[config.mk]
export PLATFORM = sky130hd
export DESIGN_NAME = teq_ram
export DESIGN_NICKNAME = d
export VERILOG_FILES = /design/src/hdl/teq_ram.sv
export SDC_FILE = /design/constraint.sdc
export NUM_CORES = 1
export LEC_CHECK = 0
export BUFFER_PORTS_ARGS = -buffer_cell sky130_fd_sc_hd__buf_2
export CORE_ASPECT_RATIO = 1.25
export CORE_MARGIN = 2
export CORE_UTILIZATION = 60
export DETAILED_ROUTE_END_ITERATION = 16
export GPL_TIMING_DRIVEN = 0
export HOLD_SLACK_MARGIN = 0.1
export PLACE_DENSITY = 0.74
export SYNTH_ARGS = -nofsm -noshare
export SYNTH_HDL_FRONTEND = slang
export SYNTH_SLANG_ARGS = --single-unit
[constraint.sdc]
create_clock -name clock -period 2.07 [get_ports clock]
set_input_delay 0.1035 -clock clock [delete_from_list [all_inputs] [get_ports clock]]
set_output_delay 0.1035 -clock clock [all_outputs]
set_load 0.03 [all_outputs]
[src/hdl/teq_ram.sv]
`timescale 1ns / 1ps
// ----------------------------------------------------------------------------
// teq_ram
// Generic single write, single read RAM with registered read data.
// ----------------------------------------------------------------------------
module teq_ram #(
   parameter int WIDTH = 8,
   parameter int DEPTH = 16,
   parameter int ADDR_W = (DEPTH > 1) ? $clog2(DEPTH) : 1
) (
   input  logic              clock,
   input  logic              wr_en,
   input  logic [ADDR_W-1:0] wr_addr,
   input  logic [WIDTH-1:0]  wr_data,
   input  logic              rd_en,
   input  logic [ADDR_W-1:0] rd_addr,
   output logic [WIDTH-1:0]  rd_data
);

   logic [WIDTH-1:0] mem [DEPTH];
   logic [WIDTH-1:0] rd_data_ff;

   always_ff @(posedge clock) begin
      if (wr_en) begin
         mem[wr_addr] <= wr_data;
      end
      if (rd_en) begin
         rd_data_ff <= mem[rd_addr];
      end
   end

   assign rd_data = rd_data_ff;

endmodule

==> key figures, run 1 <==
Run status
  – Status: completed

Timing
  – Worst Tran Pin Value: about 1200 ps
  – RSZ-0062 raised after global routing: no
  – Max Slew Vio Count: 0
  – Clock skew: around 6.5 ps
  – Final setup margin: 481 ps
  – Hold slack final: 85.8 ps
  – Final setup violation count: 0
  – Total negative slack: 0 ps
  – Fmax: 629 MHz
  – Slew headroom: 0.165
  – Final Hold Viols: 0
  – Final period utilization: 0.768
  – Tmin final: 1590 ps

Critical path
  – Worst R2R End: rd_data[3]$_DFFE_PP_
  – Startpoint Class: flop
  – Crit path max-delay family: multiplexers
  – Worst R2R Setup Slack: 480 ps
  – Setup CP Type: reg2reg
  – Highest-delay cell along the critical path: mux4_1
  – RR Startpoint: mem[0][3]$_DFFE_PP_
  – CP startpoint: mem[0][3]$_DFFE_PP_
  – CP max FO: 1
  – Critical Path RT: 2340 ps
  – Crit path DAT: between 1500 and 2000 ps
  – Worst R2R Path Depth: 3
  – Worst Path Buf+Inv: 0
  – Max stage delay on crit path: 550 ps
  – Crit end category: flop
  – Worst path cell trace: mux4_1, a22oi_1, nand2_1

Routing
  – Number of DRC markers in iteration 0: 238
  – Drt total wl: 9480 um
  – Via count: 2429
  – Post-route ant nets: 0
  – Residual DRC: 0
  – Vias per cell: 6.13
  – Wire per inst: 23.9 um
  – DR pass1 iterations: 4

Die
  – I/O pin count: 27
  – Core area: 8560 sq um
  – Chip width: 87.5 um
  – Starting Density: 0.611
  – Row count: 38
  – Die area: 9480 sq um
  – Chip height: 108 um

Clocking
  – TritonCTS clock tree: yes
  – CTS Buffer Depth: 2
  – CTS Buf Count: 17
  – Clock root cell: clkbuf_8
  – Worst-Skew Late Latency: around 520 ps
  – H-tree Lvls: 4
  – Clock transition at path regs: approximately 60 ps
  – Clock sinks: 136
  – Post-CTS setup buffers: 0

Synth
  – Synth unique cells: 18
  – Share of the synthesized area in the top cell type: 0.781
  – Synth Flop Type: edfxtp_1
  – Top cells by area, synth: edfxtp_1, mux4_2, mux4_1, a22oi_1, nor2_1
  – Syn Inst Count: ~230
  – Fraction of registers with async set/reset: 0
  – Synth Net Count: 248
  – Synth top cells by count: edfxtp_1, mux4_2, a22oi_1, mux4_1, nor2_1
  – EDFF count, synth: between 100 and 150
  – Cell taking the most area after synthesis: edfxtp_1
  – Count leader, synth: edfxtp_1
  – Register area share after synthesis: 0.781
  – Mapped Avg Cell Area: 22.8 sq um
  – Yosys warnings: 0
  – Mapped cell area: roughly 5200 sq um
  – Synth Register Bits: 136

Global route
  – All-layer global routing usage: 0.228
  – Gr ovfl total: 0
  – Maximum number of pins on one net before global-route repair: 17
  – Vias in the first global route: 2558
  – First-pass GRT wire length: 14400 um
  – Antenna violations before repair: 0

Pwr
  – Switching Share: 0.202
  – P_sw: 0.00121 W
  – Part of the power in registers: 0.518
  – Pwr/cell area: 988 nW/um^2
  – Leakage: 2.05 nW
  – Clock share of power: 0.427
  – P_int: a little under 0.005 W
  – Power share of the combinational group: 0.054
  – Worst IR Drop VDD: about 0.86 mV

Cells and area
  – Final instance area: 6090 sq um
  – Final Non-Filler Cells: 396
  – Area grow syn2layout: 16.5%
  – Nets: 302
  – Fillcell total: 528
  – Antenna Cells: 0
  – Share of cells above drive strength 1: 0.277

Job
  – Max cap viols: 0

Place
  – GPL Wtd Cong: 0.869
  – Area after DPL: about 5500 sq um
  – Dpl hpwl: 5980 um
  – Placed insts: 354
  – Pre-CTS setup slack: -86.7 ps
  – Port buffer count: 25

Min path
  – Worst hold start: wr_addr[0]
  – Worst Hold Class: in2reg
  – Hold Crit Endpoint: mem[8][5]$_DFFE_PP_
  – Hold depth: 2
-- per-stage QoR --
stage	utilization	power, W
after floorplan	-	0.00336
after global placement	0.640	0.00348
after detailed placement	0.640	0.00349
after CTS	0.710	0.00606
after global routing	0.712	0.00620
final	0.712	0.00602
-- worst reg2reg max path, cell delays in order (launching register included) --
cell,delay [ps]
edfxtp_1,350
mux4_1,550
a22oi_1,330
nand2_1,90
-- cell usage in the layout, fill, tap and decap left out, drive strengths merged --
cell type      synthesis  layout
clkbuf                 0      22
nor2                  13      13
nand3                  1       1
or3b                   1       1
edfxtp               136     136
clkdlybuf4s25          3       3
nor2b                  1       1
nand2                  9       9
a22oi                 16      16
nand2b                 2       2
dlygate4sd3            0       9
clkinvlp               0       2
and2                   1       1
and2b                  1       1
buf                    7      32
nor3                   4       4
clkinv                 0       8
nand3b                 2       2
mux4                  32      32
bufinv                 0       1
-- state kept, by name (all words and copies together), names as in the netlist --
register / flops
rd_data: 8
mem: 128
-- what timing repair did --
action	in CTS	in global routing
hold buffers	9	0
gates resized for setup	0	0
endpoints found under the hold margin	136	0
-- layout make-up --
class                           count  area (sq um)  share of cell area
Buffer                             10          86.3              0.0142
Clock buffer                       21           429              0.0705
Clock inverter                     11          82.6              0.0136
Multi-Input combinational cell     83          1060               0.174
Sequential cell                   136          4080               0.671
Tap cell                          100           125              0.0205
Timing Repair Buffer               35           220              0.0362
-- power groups by stage --
stage / registers (W) / logic (W) / clock network [W]
finish: 0.00312 / 0.000326 / 0.00257
global route: 0.00312 / 0.000350 / 0.00273
global placement: 0.00317 / 0.000307 / 0
detailed placement: 0.00317 / 0.000314 / 0
floorplan: 0.00320 / 0.000157 / 0
CTS: 0.00312 / 0.000328 / 0.00261
-- cell families after synthesis --
group / after synthesis / share of synthesized area
AO/OA/AOI/OAI: 16 / 0.0230
buffers and inverters: 10 / 0.0165
AND/OR/NAND/NOR: 35 / 0.0314
multiplexers: 32 / 0.148
flip-flops: 136 / 0.781
-- layer usage --
layer | part of all wire | track usage | up-vias | routed length, um
met4 | 0.015 | 0.0791 | 0 | 142
met5 | 0 | 0 | - | 0
met2 | 0.51 | 0.358 | 79 | 4790
met3 | 0.057 | 0.0748 | 12 | 539
li1 | - | - | 1092 | -
met1 | 0.42 | 0.303 | 1246 | 4010
-- worst max-delay path by stage --
stage                      endpoint  slack, ps  cells after the start
2_1_floorplan   mem[0][0]$_DFFE_PP_        470                      2
3_3_place_gp    mem[0][3]$_DFFE_PP_        -70                      3
3_5_place_dp    mem[0][3]$_DFFE_PP_        -90                      3
4_1_cts         mem[0][2]$_DFFE_PP_        480                      3
5_1_grt         mem[0][2]$_DFFE_PP_        350                      3
6_report       rd_data[3]$_DFFE_PP_        480                      3
No activity file was read; power rests on OpenSTA's default activity.
==> run 2, diff against run 1 <==
- clock period: 2.07 -> 1.65 ns (I/O delays scaled with it)
==> run 2 against run 1 <==
Effect of this change: first-iteration DRC count fell by 35%; final cell count rose by 1.3%; total power rose by 26%; largest power group unchanged.
==> key figures, run 2 (synthesis gave the netlist of run 1 again) <==
Die
  – Die area: 9480 sq um
  – Core area: 8560 sq um
  – I/O pin count: 27
  – Row count: 38
  – Chip height: 108 um
  – Chip width: slightly below 90 um
  – Starting Density: 0.611

Place
  – Placed insts: between 300 and 400
  – GPL Wtd Cong: 0.869
  – Dpl hpwl: 5980 um
  – Port buffer count: 25
  – Area after DPL: 5480 sq um

Routing
  – Post-route ant nets: 0
  – Number of DRC markers in iteration 0: 154
  – Residual DRC: 0
  – Wire per inst: 24.4 um
  – Vias per cell: 6.28
  – DR pass1 iterations: 4
  – Via count: 2520
  – Drt total wl: 9770 um

Global route
  – All-layer global routing usage: 0.228
  – Maximum number of pins on one net before global-route repair: 17
  – Gr ovfl total: 0
  – First-pass GRT wire length: roughly 14000 um
  – Vias in the first global route: ~2600
  – Antenna violations before repair: 0

Critical path
  – CP max FO: 7
  – Worst R2R Path Depth: 3
  – Highest-delay cell along the critical path: nor3_1
  – Crit path DAT: between 1500 and 2000 ps
  – Crit path max-delay family: buffers and inverters
  – Crit end category: flop
  – Startpoint Class: input port
  – CP Depth: 4
  – Worst path cell trace: buf_2, dlygate4sd3_1, nor3_1, clkbuf_2
  – Max stage delay on crit path: 730 ps
  – Worst Path Buf+Inv: 3
  – Setup CP Type: in2reg
  – Critical Path RT: 1880 ps

Cells and area
  – FF/Latch Area: between 4000 and 5000 sq um
  – Most frequent cells in the layout: edfxtp_1, buf_2, mux4_2
  – Final core utilization: 0.719
  – Max reg flops: 128
  – Share of cells above drive strength 1: 0.282
  – Area grow syn2layout: 17.7%
  – Final instance area: approximately 6200 sq um
  – Final Non-Filler Cells: approximately 400
  – Nets: 307
  – Area of the multi-input gates: 1080 sq um
  – Biggest register: mem
  – Most common cell after layout, fill and taps aside: edfxtp_1
  – Antenna Cells: 0
  – Fillcell total: 512

Clocking
  – H-tree Lvls: 4
  – Post-CTS setup buffers: 0
  – Clock root cell: clkbuf_8
  – TritonCTS clock tree: yes
  – Clock sinks: 136
  – CTS Buf Count: 17
  – Clock transition at path regs: 60 ps
  – Worst-Skew Late Latency: 520 ps
  – CTS Buffer Depth: 2

Pwr
  – Power Total: 0.00758 W
  – Leakage: 2.07 nW
  – Pwr/cell area: 1230 nW/um^2
  – Worst IR Drop VDD: 1.07 mV

Timing
  – Fmax: 616 MHz
  – Total negative slack: 0 ps
  – RSZ-0062 raised after global routing: no
  – Tmin final: 1620 ps
  – Slew headroom: 0.133
  – Final Hold Viols: 0
  – Final period utilization: 0.984
  – Worst Tran Pin Value: 1290 ps
  – Final setup violation count: 0
  – Clock skew: about 6.7 ps
  – Max Slew Vio Count: 0

Min path
  – Worst Hold Class: in2reg
  – Hold depth: 2

Job
  – Max cap viols: 0

Run status
  – Status: completed
[run 2: changes by cell type in the layout (fill, tap and decap cells not counted), sizes merged]
cell	before	now
dlygate4sd3	9	14
[run 2: layer usage]
layer | share of wire | global-route usage | vias up
met5 | 0 | 0 | -
met4 | 0.019 | 0.0791 | 0
met3 | 0.054 | 0.0748 | 14
met2 | 0.51 | 0.358 | 102
met1 | 0.41 | 0.303 | 1299
li1 | - | - | 1105
[run 2: where the power goes]
part / total (W) / switching (W) / internal (W)
logic: 0.000427 / 0.000253 / 0.000174
clock network: 0.00324 / 0.00128 / 0.00196
registers: 0.00391 / 0.0000169 / 0.00390
[run 2: what timing repair did]
action                                  4_1_cts  5_1_grt
endpoints found under the setup margin        0       10
hold buffers                                  9        5
gates resized for setup                       0        3
hold endpoints to repair                    136       16
[run 2: metrics by stage]
step / worst slack (ps) / hold WS [ps]
after floorplan: 74.6 / 181
after global placement: -466 / 424
after detailed placement: -486 / 433
after CTS: 71.1 / 119
after global routing: 2.65 / 126
final: 26.0 / 131
[run 2: area by class of cell]
cell class              count  share of cell area
clock buffers              21              0.0697
plain buffers              10              0.0140
well taps                 100              0.0203
clock inverters            11              0.0134
repair buffers             40              0.0439
multi-input cells          83               0.175
flip-flops and latches    136               0.664
[run 2: final timing paths]
path	to	from	slack [ps]
max	mem[12][0]$_DFFE_PP_	wr_addr[1]	30
min	mem[4][2]$_DFFE_PP_	wr_addr[0]	130
max reg2reg	rd_data[0]$_DFFE_PP_	mem[1][0]$_DFFE_PP_	50
min reg2reg	rd_data[2]$_DFFE_PP_	mem[15][2]$_DFFE_PP_	760
[run 2: worst reg2reg max path, cell delays in order (launching register included)]
cell      delay [ps]
edfxtp_1         360
mux4_1           570
a22oi_1          310
nand2_1          100
==> run 3, diff against run 2 <==
- PLACE_DENSITY: 0.74 -> unset
- PLACE_DENSITY_LB_ADDON: unset -> 0.12
==> run 3 against run 2 <==
Effect of this change: clock skew shrank 0.66 ps; critical endpoint is now rd_data[2]$_DFFE_PP_; global-route usage up 0.087 points; via count decreased by 0.67%; maximum frequency increased by 0.92%; highest routed layer unchanged; utilization rose by 0.10 points; clock power is 9.0% higher; routed wire length is 1.2% lower; sequential power is essentially flat.
==> key figures, run 3 (synthesis gave the netlist of run 1 again) <==
Global route
  – Maximum number of pins on one net before global-route repair: 17
  – Gr ovfl total: 0
  – All-layer global routing usage: 0.228
  – Antenna violations before repair: 0
  – Vias in the first global route: 2529
  – First-pass GRT wire length: 14400 um

Run status
  – Status: completed

Cells and area
  – Antenna Cells: 0
  – Nets: 305
  – Biggest register: mem
  – Area grow syn2layout: 17.9%
  – Final core utilization: 0.720
  – Most frequent cells in the layout: edfxtp_1, buf_2, mux4_2
  – Share of cells above drive strength 1: 0.281
  – FF/Latch Area: 4080 sq um
  – Most common cell after layout, fill and taps aside: edfxtp_1
  – Final instance area: between 6000 and 7000 sq um
  – Fillcell total: 526
  – Max reg flops: 128
  – Area of the multi-input gates: 1060 sq um
  – Final Non-Filler Cells: 399

Clocking
  – TritonCTS clock tree: yes
  – CTS Buf Count: 17
  – Clock transition at path regs: 60 ps
  – Clock root cell: clkbuf_8
  – Clock sinks: 136
  – H-tree Lvls: 4
  – CTS Buffer Depth: 2
  – Worst-Skew Late Latency: 520 ps

Place
  – Port buffer count: 25
  – Placed insts: between 300 and 400
  – GPL Wtd Cong: 0.905
  – Dpl hpwl: 6040 um
  – Area after DPL: 5480 sq um

Pwr
  – P_int: about 0.0063 W
  – Clock share of power: 0.450
  – Pwr/cell area: 1280 nW/um^2
  – Switching Share: 0.195
  – Worst IR Drop VDD: 1.01 mV
  – Power share of the combinational group: 0.053
  – P_sw: ~0.0015 W
  – Part of the power in registers: 0.497
  – Leakage: ~2.1 nW

Timing
  – Tmin final: 1610 ps
  – Fmax: 621 MHz
  – Final Hold Viols: 0
  – Final period utilization: 0.975
  – Slew headroom: 0.108
  – Clock skew: about 6.0 ps
  – Final setup violation count: 0
  – Worst Tran Pin Value: 1330 ps
  – Max Slew Vio Count: 0

Critical path
  – Worst path cell trace: mux4_1, a22oi_1, nand2_1
  – Highest-delay cell along the critical path: mux4_1
  – Critical Path RT: 1900 ps
  – Crit path DAT: between 1500 and 2000 ps
  – Crit end category: flop
  – Max stage delay on crit path: between 500 and 600 ps
  – CP max FO: 1
  – Setup CP Type: reg2reg
  – Startpoint Class: flop

Die
  – I/O pin count: 27
  – Die area: between 9000 and 10000 sq um
  – Row count: 38
  – Starting Density: 0.611
  – Chip width: 87.5 um
  – Core area: 8560 sq um
  – Chip height: 108 um

Routing
  – Drt total wl: 9650 um
  – Post-route ant nets: 0
  – Wire per inst: 24.2 um
  – Via count: 2503
  – DR pass1 iterations: 4
  – Number of DRC markers in iteration 0: 255
  – Vias per cell: 6.27
  – Residual DRC: 0

Job
  – Max cap viols: 0

Min path
  – Worst Hold Class: in2reg
-- run 3: layout make-up --
type	instances	area share
multi-input cells	83	0.172
flip-flops and latches	136	0.663
well taps	100	0.0203
repair buffers	38	0.0402
clock inverters	12	0.0215
clock buffers	20	0.0690
plain buffers	10	0.0140
-- run 3: worst paths after layout --
check | from | slack, ps | cells past startpoint | to
worst max-delay path | mem[5][2]$_DFFE_PP_ | 40 | 3 | rd_data[2]$_DFFE_PP_
worst min-delay path | wr_addr[2] | 110 | 3 | mem[0][0]$_DFFE_PP_
worst max register to register | mem[5][2]$_DFFE_PP_ | 40 | 3 | rd_data[2]$_DFFE_PP_
worst min register to register | mem[14][3]$_DFFE_PP_ | 750 | 3 | rd_data[3]$_DFFE_PP_
-- run 3: timing repair --
item | 4_1_cts | 5_1_grt
resized for setup | 0 | 1
setup endpoints to repair | 0 | 1
hold buffers | 9 | 2
hold endpoints to repair | 136 | 5
setup buffers | 0 | 0
-- run 3: power by group through the flow --
stage,combinational [W],clock (W),sequential [W]
final,0.000417,0.00353,0.00391
after global routing,0.000447,0.00374,0.00392
after CTS,0.000412,0.00358,0.00391
after detailed placement,0.000395,0,0.00398
after global placement,0.000387,0,0.00398
after floorplan,0.000196,0,0.00401
-- run 3: critical path: cells and delay by family (launching register included) --
kind	cells	cell delay, ps
and+or+nand+nor	1	100
AOI/OAI and AO/OA	1	320
DFF	1	350
muxes	1	570
-- run 3: routing by layer --
layer / global-route usage / up-vias / wire length [um]
li1: - / 1095 / -
met2: 0.350 / 105 / 4940
met4: 0.0956 / 0 / 166
met1: 0.317 / 1288 / 3880
met3: 0.0595 / 15 / 660
met5: 0 / - / 0
-- run 3: stage by stage --
stage          setup TNS (ps)  hold WS, ps  power (W)  setup slack [ps]
6_report                    0          115    0.00786              40.9
5_1_grt                 -19.0         99.7    0.00810             -19.0
4_1_cts                     0          128    0.00790              73.7
3_5_place_dp            -9390          440    0.00438              -473
3_3_place_gp            -9130          429    0.00436              -482
2_1_floorplan               0          181    0.00421              74.6
